## src/rtl/mlfc_pkg.sv

```systemverilog
// package for the motion light fade controller
// types, constants and phase codes shared by all rtl files; no dependencies
`default_nettype none

package mlfc_pkg;

    localparam int LEVEL_BITS = 10;
    localparam int DUTY_W     = 8;
    localparam int HOLD_W     = 17;
    localparam int STEP_W     = 8;
    localparam int POLL_W     = 16;
    localparam int CFG_IDX_W  = 2;
    localparam int CFG_DATA_W = 16;

    localparam logic [DUTY_W-1:0]     FULL_DUTY       = DUTY_W'(255);
    localparam logic [LEVEL_BITS-1:0] DARK_THR_RESET  = LEVEL_BITS'(250);
    localparam logic [POLL_W-1:0]     POLL_RESET      = POLL_W'(100);
    localparam logic [STEP_W-1:0]     STEP_RESET      = STEP_W'(1);

    // configuration register indexes
    localparam logic [CFG_IDX_W-1:0] REG_DARK_THRESHOLD = 2'd0;
    localparam logic [CFG_IDX_W-1:0] REG_POLL_TICKS     = 2'd1;
    localparam logic [CFG_IDX_W-1:0] REG_STEP_TICKS     = 2'd2;

    typedef enum logic [1:0] {
        PH_OFF  = 2'd0,
        PH_UP   = 2'd1,
        PH_ON   = 2'd2,
        PH_DOWN = 2'd3
    } phase_t;

    typedef struct packed {
        logic [LEVEL_BITS-1:0] dark_threshold;
        logic [POLL_W-1:0]     poll_ticks;
        logic [STEP_W-1:0]     step_ticks;
    } cfg_t;

    typedef struct packed {
        phase_t            phase;
        logic [DUTY_W-1:0] duty;
        logic [HOLD_W-1:0] hold;
        logic [STEP_W-1:0] step;
    } fade_state_t;

endpackage

`default_nettype wire

```

## src/rtl/motion_light_fade_controller.sv

```systemverilog
// top level of the motion light fade controller
// depends on mlfc_pkg, mlfc_cfg_regs and mlfc_step
//
// usage:
//   in channel: one item per 5 ms tick, fields motion and light_level,
//   taken at a clock edge with in_valid high and in_stall low.
//   out channel: one item per input item, fields pwm_duty, lamp_on and
//   phase_code, taken at a clock edge with out_valid high and out_stall low.
//   cfg channel: cfg_valid/cfg_ready with cfg_index and cfg_data; index 0
//   dark_threshold, 1 poll_ticks, 2 step_ticks, index 3 is ignored;
//   cfg_ready is always high, write only while the block is idle.
// throughput: one item per cycle while out_stall is low. The edge that takes an item
//   updates phase, duty and counters and loads the result into the output register
//   at that same edge, or into the skid register while the output register holds a
//   stalled result; a result in the output register can be taken from the next edge on.
// reset: phase off, duty and counters zero (first tick makes a motion
//   check), configuration registers at their reset values.
// stall: a skid register behind the output register takes one more item
//   while a result waits; in_stall rises once both entries are full.
`default_nettype none

module motion_light_fade_controller (
    input  wire logic                               clk,
    input  wire logic                               rst_n,
    input  wire logic                               in_valid,
    output logic                                    in_stall,
    input  wire logic                               motion,
    input  wire logic [mlfc_pkg::LEVEL_BITS-1:0]    light_level,
    output logic                                    out_valid,
    input  wire logic                               out_stall,
    output logic [mlfc_pkg::DUTY_W-1:0]             pwm_duty,
    output logic                                    lamp_on,
    output logic [1:0]                              phase_code,
    input  wire logic                               cfg_valid,
    output logic                                    cfg_ready,
    input  wire logic [mlfc_pkg::CFG_IDX_W-1:0]     cfg_index,
    input  wire logic [mlfc_pkg::CFG_DATA_W-1:0]    cfg_data
);

    typedef struct packed {
        logic [mlfc_pkg::DUTY_W-1:0] duty;
        logic                        lamp;
        logic [1:0]                  phase;
    } result_t;

    mlfc_pkg::cfg_t        cfg;
    mlfc_pkg::fade_state_t state_reg;
    mlfc_pkg::fade_state_t state_next;
    result_t               res_new;
    result_t               out_reg;
    result_t               skid_reg;
    logic                  out_valid_reg;
    logic                  skid_valid_reg;
    logic                  accept;
    logic                  out_free;

    mlfc_cfg_regs u_cfg (
        .clk       (clk),
        .rst_n     (rst_n),
        .cfg_valid (cfg_valid),
        .cfg_ready (cfg_ready),
        .cfg_index (cfg_index),
        .cfg_data  (cfg_data),
        .cfg       (cfg)
    );

    mlfc_step u_step (
        .cfg         (cfg),
        .cur         (state_reg),
        .motion      (motion),
        .light_level (light_level),
        .nxt         (state_next)
    );

    assign in_stall = skid_valid_reg;
    assign accept   = in_valid & ~skid_valid_reg;
    assign out_free = ~out_valid_reg | ~out_stall;

    always_comb
    begin
        res_new.duty  = state_next.duty;
        res_new.phase = state_next.phase;
        res_new.lamp  = state_next.phase inside {mlfc_pkg::PH_ON, mlfc_pkg::PH_DOWN};
    end

    always_ff @(posedge clk or negedge rst_n)
    begin
        if (!rst_n)
        begin
            state_reg.phase <= mlfc_pkg::PH_OFF;
            state_reg.duty  <= '0;
            state_reg.hold  <= '0;
            state_reg.step  <= '0;
        end
        else if (accept)
        begin
            state_reg <= state_next;
        end
    end

    always_ff @(posedge clk or negedge rst_n)
    begin
        if (!rst_n)
        begin
            out_valid_reg  <= 1'b0;
            skid_valid_reg <= 1'b0;
        end
        else if (out_free)
        begin
            if (skid_valid_reg)
            begin
                skid_valid_reg <= 1'b0;
                out_valid_reg  <= 1'b1;
            end
            else
            begin
                out_valid_reg <= accept;
            end
        end
        else if (accept)
        begin
            skid_valid_reg <= 1'b1;
        end
    end

    // payload registers, no reset
    always_ff @(posedge clk)
    begin
        if (out_free)
        begin
            if (skid_valid_reg)
                out_reg <= skid_reg;
            else if (accept)
                out_reg <= res_new;
        end
        else if (accept)
        begin
            skid_reg <= res_new;
        end
    end

    assign out_valid  = out_valid_reg;
    assign pwm_duty   = out_reg.duty;
    assign lamp_on    = out_reg.lamp;
    assign phase_code = out_reg.phase;

endmodule

`default_nettype wire

```

## src/rtl/mlfc_cfg_regs.sv

```systemverilog
// configuration register file for the motion light fade controller
// depends on mlfc_pkg
`default_nettype none

module mlfc_cfg_regs (
    input  wire logic                               clk,
    input  wire logic                               rst_n,
    input  wire logic                               cfg_valid,
    output logic                                    cfg_ready,
    input  wire logic [mlfc_pkg::CFG_IDX_W-1:0]     cfg_index,
    input  wire logic [mlfc_pkg::CFG_DATA_W-1:0]    cfg_data,
    output mlfc_pkg::cfg_t                          cfg
);

    mlfc_pkg::cfg_t cfg_reg;
    logic           wr;

    assign cfg_ready = 1'b1;
    assign wr        = cfg_valid & cfg_ready;
    assign cfg       = cfg_reg;

    always_ff @(posedge clk or negedge rst_n)
    begin
        if (!rst_n)
        begin
            cfg_reg.dark_threshold <= mlfc_pkg::DARK_THR_RESET;
            cfg_reg.poll_ticks     <= mlfc_pkg::POLL_RESET;
            cfg_reg.step_ticks     <= mlfc_pkg::STEP_RESET;
        end
        else if (wr)
        begin
            case (cfg_index)
                mlfc_pkg::REG_DARK_THRESHOLD:
                    cfg_reg.dark_threshold <= cfg_data[mlfc_pkg::LEVEL_BITS-1:0];
                mlfc_pkg::REG_POLL_TICKS:
                    cfg_reg.poll_ticks <= cfg_data[mlfc_pkg::POLL_W-1:0];
                mlfc_pkg::REG_STEP_TICKS:
                    cfg_reg.step_ticks <= cfg_data[mlfc_pkg::STEP_W-1:0];
                default:
                    cfg_reg <= cfg_reg;
            endcase
        end
    end

endmodule

`default_nettype wire

```

## src/rtl/mlfc_step.sv

```systemverilog
// next-state logic of the fade controller for one tick item
// depends on mlfc_pkg
`default_nettype none

module mlfc_step (
    input  wire mlfc_pkg::cfg_t                        cfg,
    input  wire mlfc_pkg::fade_state_t                 cur,
    input  wire logic                                  motion,
    input  wire logic [mlfc_pkg::LEVEL_BITS-1:0]       light_level,
    output mlfc_pkg::fade_state_t                      nxt
);

    logic [mlfc_pkg::HOLD_W-1:0] poll_len;
    logic [mlfc_pkg::HOLD_W-1:0] poll_hold;
    logic [mlfc_pkg::HOLD_W-1:0] dbl_hold;
    logic [mlfc_pkg::STEP_W-1:0] step_hold;
    logic [mlfc_pkg::DUTY_W-1:0] duty_inc;
    logic [mlfc_pkg::DUTY_W-1:0] duty_dec;
    logic                        dark;

    // zero lengths count as one
    assign poll_len  = (cfg.poll_ticks == '0) ? mlfc_pkg::HOLD_W'(1)
                                              : mlfc_pkg::HOLD_W'(cfg.poll_ticks);
    assign poll_hold = poll_len - mlfc_pkg::HOLD_W'(1);
    assign dbl_hold  = {poll_len[mlfc_pkg::HOLD_W-2:0], 1'b0} - mlfc_pkg::HOLD_W'(1);
    assign step_hold = (cfg.step_ticks == '0) ? '0
                                              : cfg.step_ticks - mlfc_pkg::STEP_W'(1);
    assign duty_inc  = cur.duty + mlfc_pkg::DUTY_W'(1);
    assign duty_dec  = (cur.duty == '0) ? '0 : cur.duty - mlfc_pkg::DUTY_W'(1);
    assign dark      = light_level < cfg.dark_threshold;

    always_comb
    begin
        nxt = cur;
        case (cur.phase)
            mlfc_pkg::PH_OFF:
            begin
                if (cur.hold != '0)
                    nxt.hold = cur.hold - mlfc_pkg::HOLD_W'(1);
                else if (!motion)
                    nxt.hold = poll_hold;
                else if (!dark)
                    nxt.hold = dbl_hold;
                else if (cur.duty >= mlfc_pkg::FULL_DUTY)
                begin
                    nxt.duty  = mlfc_pkg::FULL_DUTY;
                    nxt.phase = mlfc_pkg::PH_ON;
                    nxt.hold  = poll_hold;
                end
                else
                begin
                    nxt.phase = mlfc_pkg::PH_UP;
                    nxt.step  = step_hold;
                end
            end
            mlfc_pkg::PH_UP:
            begin
                if (cur.step != '0)
                    nxt.step = cur.step - mlfc_pkg::STEP_W'(1);
                else if (duty_inc >= mlfc_pkg::FULL_DUTY)
                begin
                    nxt.duty  = mlfc_pkg::FULL_DUTY;
                    nxt.phase = mlfc_pkg::PH_ON;
                    nxt.hold  = poll_hold;
                end
                else
                begin
                    nxt.duty = duty_inc;
                    nxt.step = step_hold;
                end
            end
            mlfc_pkg::PH_ON:
            begin
                if (cur.hold != '0)
                    nxt.hold = cur.hold - mlfc_pkg::HOLD_W'(1);
                else if (motion)
                    nxt.hold = poll_hold;
                else if (cur.duty == '0)
                begin
                    nxt.phase = mlfc_pkg::PH_OFF;
                    nxt.hold  = poll_hold;
                end
                else
                begin
                    nxt.phase = mlfc_pkg::PH_DOWN;
                    nxt.step  = step_hold;
                end
            end
            default:
            begin
                if (cur.step != '0)
                    nxt.step = cur.step - mlfc_pkg::STEP_W'(1);
                else if (motion)
                begin
                    // motion during ramp-down snaps back to full
                    nxt.duty  = mlfc_pkg::FULL_DUTY;
                    nxt.phase = mlfc_pkg::PH_ON;
                    nxt.hold  = poll_hold;
                end
                else if (duty_dec == '0)
                begin
                    nxt.duty  = '0;
                    nxt.phase = mlfc_pkg::PH_OFF;
                    nxt.hold  = poll_hold;
                end
                else
                begin
                    nxt.duty = duty_dec;
                    nxt.step = step_hold;
                end
            end
        endcase
    end

endmodule

`default_nettype wire

```

## config.mk

```make
export PLATFORM = sky130hd
export DESIGN_NAME = motion_light_fade_controller
export DESIGN_NICKNAME = d
export VERILOG_FILES = /design/src/rtl/mlfc_pkg.sv /design/src/rtl/motion_light_fade_controller.sv /design/src/rtl/mlfc_cfg_regs.sv /design/src/rtl/mlfc_step.sv
export SDC_FILE = /design/constraint.sdc
export NUM_CORES = 1
export LEC_CHECK = 0
export BUFFER_PORTS_ARGS = -buffer_cell sky130_fd_sc_hd__buf_2
export CAP_MARGIN = 20
export CORE_MARGIN = 5
export CORE_UTILIZATION = 65
export DETAILED_ROUTE_END_ITERATION = 7
export PLACE_DENSITY = 0.85
export REMOVE_ABC_BUFFERS = 1
export SYNTH_ARGS = -nofsm -noshare
export SYNTH_HDL_FRONTEND = slang
export SYNTH_SLANG_ARGS = --single-unit
```

## constraint.sdc

```tcl
create_clock -name clk -period 6.9 [get_ports clk]
set_input_delay 0.345 -clock clk [delete_from_list [all_inputs] [get_ports clk]]
set_output_delay 0.345 -clock clk [all_outputs]
set_load 0.05 [all_outputs]
```

# Yosys cells after proc, flatten, opt, wreduce, memory -nomap -nowiden

Index checks and enable logic that the tools add are counted.

Order comparisons: 3
Equal/unequal tests: 21
Bitwise gates (word level): 6
Reduce and logical (&&, ||, !) cells: 19
Mux-type cells: 46
Add/sub/neg operators: 7

Operator list:

| cell                                                                  | count |
|---|---|
| 17-bit 2-to-1 mux                                                     | 8 |
| 8-bit 2-to-1 mux                                                      | 16 |
| 27-bit 2-to-1 mux                                                     | 3 |
| 25-bit case mux with 3 select lines                                   | 1 |
| 17-bit by 1-bit subtractor with 17-bit output (second input constant) | 3 |
| 10-bit 2-to-1 mux                                                     | 3 |
| 25-bit 2-to-1 mux                                                     | 1 |
| 8-bit zero test                                                       | 3 |
| 8-bit case mux with 3 select lines                                    | 1 |
| 8-bit by 1-bit subtractor with 8-bit output (second input constant)   | 3 |
| 11-bit 2-to-1 mux                                                     | 2 |
| 17-bit nonzero test                                                   | 1 |
| 8-bit greater-or-equal comparator (second input constant)             | 2 |
| 16-bit zero test                                                      | 1 |
| 16-bit 2-to-1 mux                                                     | 1 |
| 2-bit inequality test (second input constant)                         | 7 |
| 2-bit 2-to-1 mux                                                      | 6 |
| 11-bit AND reduction                                                  | 1 |
| 10-bit < comparator                                                   | 1 |
| 2-bit AND reduction                                                   | 5 |
| 8-bit by 1-bit adder with 8-bit output (second input constant)        | 1 |
| 2-bit == test (second input constant)                                 | 4 |
| 8-bit nonzero test                                                    | 1 |
| 7-bit AND reduction                                                   | 1 |
| 16 further kinds                                                      | 26 |

Word-level logic and storage cells: 117
Output and inout bits: 14
Register bits after elaboration: 93
Bits of input ports: 34

# Longest topological paths before layout

Gate-level depths: netlist of run 1.

Depth in word-level cells: 12
Gate-level depth with buffers: 14
Gate-level depth less buffers: 12

# Modules after synthesis

From an unflattened synthesis of run 1, not the netlist that was laid out.

Cells, all modules: 793
Area total of the unflattened synthesis: 7215.7 um^2

By module, submodules not included:

| module                       | instances | seq. area each (um^2) | area each (um^2) | cells each |
|---|---|---|---|---|
| mlfc_step                    | 1         | 0.0                   | 3555.9           | 597 |
| motion_light_fade_controller | 1         | 1586.5                | 2298.5           | 121 |
| mlfc_cfg_regs                | 1         | 863.3                 | 1361.3           | 75 |

# Least setup slack after synthesis of run 1

OpenSTA, ideal clock, no wires.

Path kind: register to register
Start: reg u_cfg.cfg_reg, in the netlist u_cfg.cfg[31]
End: reg out_reg, in the netlist phase_code[0], data pin
Stages on the path, launching flop included: 12
Buffers on the path: 1
Arrival time: 2686 ps
Slack: 3954 ps
Data required time: 6640 ps
Setup time: 260 ps
Period minus slack after synthesis: 2946 ps
Path through: dfstp_2 -> inv_1 -> ha_1 -> a211o_1 -> a21oi_1 -> o21ai_1 -> or2_2 -> clkbuf_1 -> o21ai_0 -> a311oi_1 -> or3_4 -> mux2_2

RTL lines:

| what                   | line                                | RTL |
|---|---|---|
| start, declared        | mlfc_cfg_regs.sv:15                 | `mlfc_pkg::cfg_t cfg_reg;` |
| start signal, assigned | mlfc_cfg_regs.sv:40                 | `cfg_reg <= cfg_reg;` |
| end signal, assigned   | motion_light_fade_controller.sv:132 | `out_reg <= skid_reg;` |
| end signal, assigned   | motion_light_fade_controller.sv:134 | `out_reg <= res_new;` |
| end, declared          | motion_light_fade_controller.sv:50  | `result_t out_reg;` |

# Final worst setup path of run 1

Start: reg u_cfg.cfg_reg, in the netlist u_cfg.cfg[31]
End: reg out_reg, in the netlist pwm_duty[0], data pin

Cells in the longest elaborated chain, start to end: 7

Ends and longest elaborated chain:

| what                               | line                                | RTL |
|---|---|---|
| 10-bit < comparator                | mlfc_step.sv:30                     | `assign dark = light_level < cfg.dark_threshold;` |
| 10-bit 2-to-1 mux                  | mlfc_step.sv:42                     | `else if (!dark)` |
| 10-bit 2-to-1 mux                  | mlfc_step.sv:40                     | `else if (!motion)` |
| 10-bit 2-to-1 mux                  | mlfc_step.sv:38                     | `if (cur.hold != '0)` |
| 8-bit case mux with 3 select lines | mlfc_step.sv:35                     | `case (cur.phase)` |
| 11-bit 2-to-1 mux                  | motion_light_fade_controller.sv:133 | `else if (accept)` |
| 11-bit 2-to-1 mux                  | motion_light_fade_controller.sv:131 | `if (skid_valid_reg)` |

Every way passes these cells. The select of a mux whose other input is x is not followed.
A chain may end at the register's enable or synchronous reset.

==> key figures, run 1 <==
Layout
  • Nets: just over 800
  • Most frequent cells in the layout: nand2_1 (79), o21ai_0 (68), dfrtp_1 (61), nor2_1 (54), buf_2 (46)
  • Filler Cell Count: 748
  • Commonest non-fill, non-tap cell in the layout: nand2_1
  • ANT cells: 0
  • Share of cells above drive strength 1: between 10% and 20%
  • Non-Filler Instances: between 800 and 900
  • Area Growth Syn to Fin: 7.640%
  • Max reg flops: 35
  • Final Cell Area: 6963 sq um

Synthesis
  • Distinct cells, synth: 77
  • Syn. warnings: 0
  • Top post-synthesis cells by area: dfrtp_1 (24%), edfxtp_1 (10%), mux2_2 (5.6%), o21ai_0 (5.3%), nand2_1 (4.6%)
  • Synth top area share: 23.60%
  • Mean Syn Cell Area: 8.730 sq um
  • Post-synthesis register bit count: 93
  • Synth area leader: dfrtp_1
  • Register area share after synthesis: 37.87%
  • Post-synth ARST share: between 70% and 80%
  • Synthesized instance count: 741
  • Number of synthesized flops with an enable pin: 22
  • Synthesized area: approximately 6500 sq um
  • Main synth FF type: dfrtp_1

Clock network
  • CTS resizes: 0
  • CTS tree: yes
  • H-tree levels: 3
  • Root buffer cell: clkbuf_8
  • CTS buffer count: 9
  • Reg clk slew, reported paths: ~0.09 ns
  • CTS max path bufs: 2
  • Worst skew pair latency: 0.38 ns
  • Hold buffers post-CTS: 0
  • CTS Sinks: 93
  • Postcts setup bufs: 0

Floorplanning
  • Num ports: 48
  • Die X: 109.8 um
  • Die Footprint: between 10000 and 15000 sq um
  • Core area: 9729 sq um
  • Starting density of the core: between 60% and 70%
  • Site Rows: 36
  • Die Ht: 109.8 um

Routing
  • Routed vias: 5870
  • Vias per cell: 6.537
  • Drc violations: 0
  • Initial drt markers: around 640
  • Average wire per standard cell: 19.05 um
  • Final wirelength: 17110 um
  • ANT nets after route: 0
  • Router iterations before antenna repair: 5

Place
  • Hpwl dp: 12390 um
  • Placer Congestion: between 0.9 and 1
  • Dpl cell area: a little under 7000 sq um
  • Worst setup slack after placement: about 3.2 ns
  • Placed cell count: 881
  • PortBufs: 46

Pwr
  • Leak pwr: 2.797 nW
  • Worst vdd ir: 0.0002119 V
  • Power Total: 0.002799 W
  • PwrDens: 402.0 nW/um^2

Setup path
  • Setup Crit Path Kind: reg -> reg
  • Endpoint kind of the worst setup timing path: flip-flop
  • Crit-path max FO: 10
  • R2r setup slk: 3.41 ns
  • Worst EP arrival: 3.59 ns
  • R2R depth: 10
  • CP required: 7.00 ns
  • CP Launch Type: flip-flop
  • Worst r2r src: u_cfg.cfg[31]$_DFFE_PN1P_
  • Reg2reg end: pwm_duty[0]$_DFFE_PP_

Global routing
  • GR peak layer: met2
  • Met3 Track Usage GR: 6.107%
  • Number of antenna violations at the first check in global routing: 0
  • Largest net degree at the start of global routing: 72
  • First-pass GRT wire length: 27950 um
  • GRT overflow: 0
  • Grt met1 use: 42.30%
  • Total Routing Usage GR: just under 30%
  • Vias in the first global route: 5456
  • Met2 Usage GRT: 46.08%

STA
  • Max Slew Vio Count: 0
  • Tightest Pin Transition: 0.9517 ns
  • RSZ-0062 raised after global routing: false
  • Hold Fails Final Rpt: 0
  • Fin crit period: 3.491 ns
  • Final period util: 50.59%
  • Final setup vio count: 0
  • Slew headroom: approximately 36%
  • Skew final: 0.01640 ns
  • Setup ws final: 3.409 ns
  • TNS Setup: 0 ns
  • Max Clk Rate: 286.5 MHz

Worst hold path
  • Hold Path Class: in -> async

Job
  • Max Cap Viol: 0

Run status
  • Status: finished, final reports clean
-- Yosys cell counts (11+ instances only) --
master and instances:
nand2_1 79, o21ai_0 68, dfrtp_1 61, nor2_1 54
a21oi_1 36, inv_1 36, mux2_2 32, clkbuf_1 31
nor3_1 30, edfxtp_1 22, ha_1 21, xor2_1 16
a31oi_1 15, xnor2_1 15, buf_2 11
-- worst max-delay path, stage by stage, from the launching register on --
cell and delay [ns]:
dfstp_2 0.52, inv_1 0.04, ha_1 0.30, and4_1 0.21, nand4_1 0.09, o21ai_1 0.39
nor2_1 0.27, a41oi_1 0.77, o211ai_1 0.21, o21ai_0 0.29, o21ai_0 0.13
-- where the power goes --
group	internal (W)	switching [W]
Sequential	0.000742	0.000218
Combinational	0.000543	0.000905
Clock	0.000181	0.000210
-- layer usage --
| layer | vias up | wire, um |
|---|---|---|
| met1 | 2753 | 7576 |
| met3 | 36 | 1558 |
| li1 | 2753 | - |
| met5 | - | 0 |
| met2 | 328 | 7718 |
| met4 | 0 | 252 |
-- area by class of cell --
type | count | area [sq um] | share of cell area, %
clock buffer | 10 | 137.6 | 1.977
clock inverter | 6 | 71.32 | 1.024
inverter | 36 | 135.1 | 1.941
multi-input combinational | 566 | 3692 | 53.03
sequential | 93 | 2450 | 35.18
tap | 133 | 166.4 | 2.390
timing repair buffer | 54 | 310.3 | 4.456
-- through the flow --
stage / hold WS (ns) / util, %
finish: 0.1830 / 71.57
global route: 0.1903 / 71.57
CTS: 0.1937 / 71.28
detailed placement: 0.4993 / 69.14
global placement: 0.4902 / 69.14
floorplan: 0.04941 / -
-- cells by family (layout without fill, tap and decap cells) --
family | after synthesis | in the layout | share of synthesized area, %
and+or+nand+nor | 259 | 259 | 20.70
AOI/OAI and AO/OA | 219 | 219 | 21.93
DFF | 93 | 93 | 37.87
buffers and inverters | 82 | 106 | 5.145
muxes | 35 | 35 | 6.035
xor gates and xnor gates | 31 | 31 | 4.197
adders and majority gates | 21 | 21 | 4.062
other | 1 | 1 | 0.05797
-- worst max-delay path by stage --
stage | start | end | slack, ns
finish | u_cfg.cfg[31]$_DFFE_PN1P_ | pwm_duty[0]$_DFFE_PP_ | 3.41
global route | u_cfg.cfg[31]$_DFFE_PN1P_ | pwm_duty[0]$_DFFE_PP_ | 3.21
CTS | state_reg[0]$_DFFE_PN0P_ | state_reg[9]$_DFFE_PN0P_ | 3.21
detailed placement | state_reg[0]$_DFFE_PN0P_ | state_reg[9]$_DFFE_PN0P_ | 3.23
global placement | state_reg[0]$_DFFE_PN0P_ | state_reg[10]$_DFFE_PN0P_ | 3.34
floorplan | state_reg[8]$_DFFE_PN0P_ | state_reg[9]$_DFFE_PN0P_ | 3.20
Note: power is estimated with default switching activity, not from simulation.
==> inputs of run 2 (changes only) <==
CORE_UTILIZATION = 55   (was 65)
PLACE_DENSITY = 0.77   (was 0.85)
clock period = 3.05 ns   (was 6.9 ns; I/O delays follow)
==> key figures, run 2 (synthesis gave the netlist of run 1 again) <==
Place
  • PortBufs: 46
  • Placer Congestion: 0.9474
  • Placed cell count: 942
  • Hpwl dp: 13370 um
  • Dpl cell area: 7147 sq um

Setup path
  • CP endpoint: pwm_duty[7]$_DFFE_PP_
  • CP delay by family, top: simple AND/OR/NAND/NOR gates
  • Reg2reg end: pwm_duty[7]$_DFFE_PP_
  • Crit-path max FO: 4
  • Crit path from: state_reg[0]$_DFFE_PN0P_
  • Worst r2r src: state_reg[0]$_DFFE_PN0P_
  • Worst EP arrival: 3.01 ns
  • CP Depth: 9
  • Setup Crit Path Kind: reg -> reg
  • Worst path max stage delay: 0.58 ns
  • Crit-path cells: inv_2, ha_4, or3b_4, or3_4, or4_4, o21ai_2, a21boi_1, o31ai_2, o21ai_1
  • WP buf/inv: 1
  • R2R depth: 9
  • Endpoint kind of the worst setup timing path: flip-flop
  • CP Launch Type: flip-flop
  • Critical path's slowest cell: or4_4
  • CP required: 3.15 ns
  • R2r setup slk: 0.13 ns

Run status
  • Status: finished, final reports clean

Routing
  • Drc violations: 0
  • Final wirelength: 18370 um
  • Initial drt markers: about 590
  • Routed vias: 6053
  • ANT nets after route: 0
  • Average wire per standard cell: ~19 um
  • Router iterations before antenna repair: 6
  • Vias per cell: 6.305

Job
  • Max Cap Viol: 0

Layout
  • Final Cell Area: 7517 sq um
  • Nets: 867
  • Most frequent cells in the layout: nand2_1 (79), o21ai_0 (68), dfrtp_1 (61), buf_4 (58), nor2_1 (54)
  • Non-Filler Instances: 960
  • Commonest non-fill, non-tap cell in the layout: nand2_1
  • Share of cells above drive strength 1: 24.48%
  • ANT cells: 0
  • Max reg flops: 35
  • Area Growth Syn to Fin: 16.21%

Global routing
  • Met3 Track Usage GR: 5.301%
  • Total Routing Usage GR: 25.78%
  • GRT overflow: 0
  • Number of antenna violations at the first check in global routing: 0
  • First-pass GRT wire length: 29560 um
  • GR peak layer: met2
  • Grt met1 use: 36.50%
  • Met2 Usage GRT: roughly two fifths
  • Largest net degree at the start of global routing: 72
  • Vias in the first global route: roughly 5800

Clock network
  • H-tree levels: 3
  • Root buffer cell: clkbuf_16
  • Worst skew pair latency: between 0.3 and 0.4 ns
  • CTS max path bufs: 2
  • Hold buffers post-CTS: 0
  • CTS buffer count: 9
  • Reg clk slew, reported paths: 0.07 ns
  • CTS Sinks: just over 90
  • CTS tree: yes

Floorplanning
  • Die Footprint: around 14000 sq um
  • Site Rows: 39
  • Starting density of the core: 56.41%
  • Num ports: 48
  • Die Ht: 118.5 um
  • Core area: 11470 sq um
  • Die X: 118.5 um

STA
  • Skew final: 0.009579 ns
  • Max Clk Rate: 342.9 MHz
  • Fin crit period: 2.916 ns
  • Final setup vio count: 0
  • Slew headroom: 37.78%
  • Tightest Pin Transition: 0.9333 ns
  • Hold Fails Final Rpt: 0
  • Final period util: 95.62%
  • TNS Setup: 0 ns
  • Max Slew Vio Count: 0

Pwr
  • PwrDens: around 900 nW/um^2
  • Worst vdd ir: 0.0005209 V
  • Leak pwr: 3.101 nW
  • Power Total: roughly 0.007 W

Worst hold path
  • Hold Path Class: in -> async
==> run 2: cell types whose count changed in the layout (fill, tap and decap cells not counted), sizes merged <==
cell / previous run / this run
clkinv: 4 / 3
bufinv: 1 / 0
clkinvlp: 0 / 2
buf: 54 / 106
==> run 2: final cells by class <==
cell class              instances  area [sq um]
clock buffers                  10         239.0
clock inverters                 6         47.55
fillers                       948          3950
inverters                      36         135.1
multi-input cells             566          3761
flip-flops and latches         93          2450
well taps                     143         178.9
repair buffers                106         705.7
==> run 2: layer usage <==
| layer | wire length, um | share of wire, % | up-vias |
|---|---|---|---|
| met1 | 8106 | 44 | 2849 |
| met5 | 0 | 0 | - |
| met2 | 8200 | 45 | 304 |
| met4 | 530 | 2.9 | 0 |
| li1 | - | - | 2853 |
| met3 | 1528 | 8.3 | 47 |
==> run 2: worst reg2reg max path, delay by kind of cell (launching register included) <==
family	cells	cell delay, ns
buf+inv	1	0.09
compound gates	4	0.69
fa+ha+maj	1	0.13
flops	1	0.40
simple gates	3	1.34
==> run 2: where the power goes <==
group	internal [W]	total (W)	switching, W
clock	0.000581	0.00110	0.000519
sequential	0.00168	0.00211	0.000430
combinational	0.00157	0.00375	0.00218
total	0.00384	0.00697	0.00313
==> run 2: worst min-delay path by stage <==
stage          slack, ns         start  depth (start not counted)                   endpoint
3_3_place_gp        0.38   cfg_data[8]                          3  u_cfg.cfg[32]$_DFFE_PN0P_
4_1_cts             0.03   cfg_data[8]                          3  u_cfg.cfg[32]$_DFFE_PN0P_
3_5_place_dp        0.39   cfg_data[8]                          3  u_cfg.cfg[32]$_DFFE_PN0P_
6_report            0.02         rst_n                          2   u_cfg.cfg[4]$_DFFE_PN0P_
2_1_floorplan      -0.14         rst_n                          0       in_stall$_DFFE_PN0P_
5_1_grt             0.04  cfg_data[14]                          2  u_cfg.cfg[22]$_DFFE_PN0P_
==> run 2: through the flow <==
| step | util, % | hold WS (ns) | setup slack [ns] |
|---|---|---|---|
| floorplan | - | -0.1431 | -0.6474 |
| global placement | 62.32 | 0.3794 | 0.1700 |
| detailed placement | 62.32 | 0.3865 | 0.1040 |
| CTS | 64.82 | 0.02592 | 0.08710 |
| global route | 65.55 | 0.03893 | -0.02115 |
| finish | 65.55 | 0.01711 | 0.1335 |
==> run 2: what timing repair did <==
item                                    CTS  global route
gates resized for setup                   0            16
endpoints found under the setup margin    0            17
buffers inserted                          0             2
==> inputs of run 3 (changes only) <==
--- a/config.mk
+++ b/config.mk
@@ -9,8 +9,8 @@
 export CAP_MARGIN = 20
 export CORE_MARGIN = 5
-export CORE_UTILIZATION = 55
+export CORE_UTILIZATION = 45
 export DETAILED_ROUTE_END_ITERATION = 7
-export PLACE_DENSITY = 0.77
 export REMOVE_ABC_BUFFERS = 1
+export SKIP_CTS_REPAIR_TIMING = 1
 export SYNTH_ARGS = -nofsm -noshare
 export SYNTH_HDL_FRONTEND = slang
==> constraint.sdc (replaced) <==
create_clock -name clk -period 3.05 [get_ports clk]
set_input_delay 0.1525 -clock clk [delete_from_list [all_inputs] [get_ports clk]]
set_output_delay 0.1525 -clock clk [all_outputs]
set_load 0.005 [all_outputs]
==> key figures, run 3 (synthesis gave the netlist of run 1 again) <==
Global routing
  • Largest net degree at the start of global routing: 40
  • Total Routing Usage GR: 23.31%
  • First-pass GRT wire length: about 31000 um
  • GRT overflow: 0
  • Vias in the first global route: 5917
  • Number of antenna violations at the first check in global routing: 0

Setup path
  • Worst r2r src: u_cfg.cfg[31]$_DFFE_PN1P_
  • Crit-path cells: inv_1, ha_1, a211o_1, a21oi_1, o21ai_1, or2_2, o21ai_1, a311oi_1, or3_4, mux2_2
  • Setup Crit Path Kind: reg -> reg
  • Reg2reg end: phase_code[0]$_DFFE_PP_
  • CP required: 3.16 ns
  • Critical path's slowest cell: dfstp_2
  • R2r setup slk: 0.13 ns
  • Crit-path max FO: 3
  • R2R depth: 10
  • Crit path top cell by count: o21ai_1
  • Worst EP arrival: roughly 3.0 ns
  • CP Launch Type: flip-flop
  • Worst path max stage delay: 0.52 ns
  • Endpoint kind of the worst setup timing path: flip-flop

Clock network
  • Root buffer cell: clkbuf_16
  • CTS max path bufs: 2
  • Reg clk slew, reported paths: ~0.070 ns
  • CTS buffer count: 9
  • Worst skew pair latency: roughly 0.36 ns
  • CTS tree: yes
  • CTS Sinks: just over 90
  • H-tree levels: 3

STA
  • Fin crit period: 2.925 ns
  • Max Slew Vio Count: 0
  • Max Clk Rate: between 300 and 400 MHz
  • Final setup vio count: 0
  • Skew final: 0.009352 ns
  • RSZ-0062 raised after global routing: false
  • Hold Slack: approximately 0.026 ns
  • Final period util: between 90% and 100%
  • Tightest Pin Transition: between 0.8 and 0.9 ns
  • Slew headroom: 40.82%
  • Hold Fails Final Rpt: 0

Worst hold path
  • WHS Path Cells: 2
  • Worst Hold Path EP: u_cfg.cfg[21]$_DFFE_PN0P_
  • Worst hold path startpoint: cfg_data[13]
  • Hold Path Class: in -> reg

Layout
  • Nets: 873
  • Max reg flops: 35
  • Area Growth Syn to Fin: 16.75%
  • Share of cells above drive strength 1: about a quarter
  • Most frequent cells in the layout: nand2_1 (79), o21ai_0 (67), buf_4 (63), dfrtp_1 (61), nor2_1 (54)
  • ANT cells: 0
  • Commonest non-fill, non-tap cell in the layout: nand2_1

Routing
  • Vias per cell: 5.937
  • Final wirelength: 18960 um
  • Router iterations before antenna repair: 5
  • Drc violations: 0
  • Routed vias: 5955
  • Average wire per standard cell: 18.91 um
  • ANT nets after route: 0
  • Initial drt markers: about 360

Floorplanning
  • Die X: 129.9 um
  • Die Footprint: ~17000 sq um
  • Die Ht: 129.9 um
  • Site Rows: 43
  • Core area: 13990 sq um
  • Num ports: 48
  • Starting density of the core: a little under half

Pwr
  • Worst vdd ir: between 0.0003 and 0.0004 V
  • Power Total: approximately 0.007 W
  • Leak pwr: 3.114 nW
  • PwrDens: 903.9 nW/um^2

Place
  • Hpwl dp: 14040 um
  • PortBufs: 46
  • Placer Congestion: 0.9148

Job
  • Max Cap Viol: 0

Run status
  • Status: finished, final reports clean
run 3: routing by layer:
layer / vias to the layer above / GRT usage, % / routed length [um]
li1: 2864 / - / -
met1: 2833 / 33.32 / 8955
met2: 211 / 35.88 / 8338
met3: 47 / 3.152 / 1084
met4: 0 / 9.352 / 583
met5: - / 0 / 0
run 3: how the worst max path moves through the flow:
stage                               from                       end  slack (ns)  cells after the start
2_1_floorplan   state_reg[8]$_DFFE_PN0P_  state_reg[9]$_DFFE_PN0P_       -0.65                      8
3_3_place_gp    state_reg[0]$_DFFE_PN0P_     pwm_duty[7]$_DFFE_PP_        0.12                      9
3_5_place_dp    state_reg[0]$_DFFE_PN0P_     pwm_duty[7]$_DFFE_PP_        0.03                      9
4_1_cts         state_reg[0]$_DFFE_PN0P_     pwm_duty[7]$_DFFE_PP_        0.02                      9
5_1_grt        state_reg[25]$_DFFE_PN0P_   phase_code[0]$_DFFE_PP_       0.007                     11
6_report       u_cfg.cfg[31]$_DFFE_PN1P_   phase_code[0]$_DFFE_PP_        0.13                     10
run 3: through the flow:
stage	util (%)	instance area, sq um	TNS, ns	std cells	setup slack, ns
5_1_grt	53.99	7552	0	1003	0.006895
4_1_cts	53.71	7513	0	1002	0.01710
3_3_place_gp	51.80	7246	0	986	0.1215
6_report	53.99	7552	0	1003	0.1253
2_1_floorplan	-	6271	-21.65	695	-0.6474
3_5_place_dp	51.80	7246	0	986	0.03079
run 3: area by class of cell:
cell class,instances,area (sq um)
Clock inverter,5,35.03
Multi-Input combinational cell,566,3721
Sequential cell,93,2450
Inverter,36,135.1
Tap cell,180,225.2
Timing Repair Buffer,112,753.2
Clock buffer,11,232.7
Fill cell,1330,6436
run 3: power breakdown:
group	leakage (nW)	total (W)	internal [W]	switching (W)
clock network	0.130	0.00107	0.000557	0.000516
registers	1.06	0.00211	0.00168	0.000426
logic	1.92	0.00365	0.00157	0.00208
total	3.11	0.00683	0.00381	0.00302
run 3: critical path: cells and delay by family (launching register included):
kind	cells	cell delay (ns)
AOI/OAI and AO/OA	5	0.82
adders and majority gates	1	0.29
buffers and inverters	1	0.05
DFF	1	0.52
muxes	1	0.26
and+or+nand+nor	2	0.74
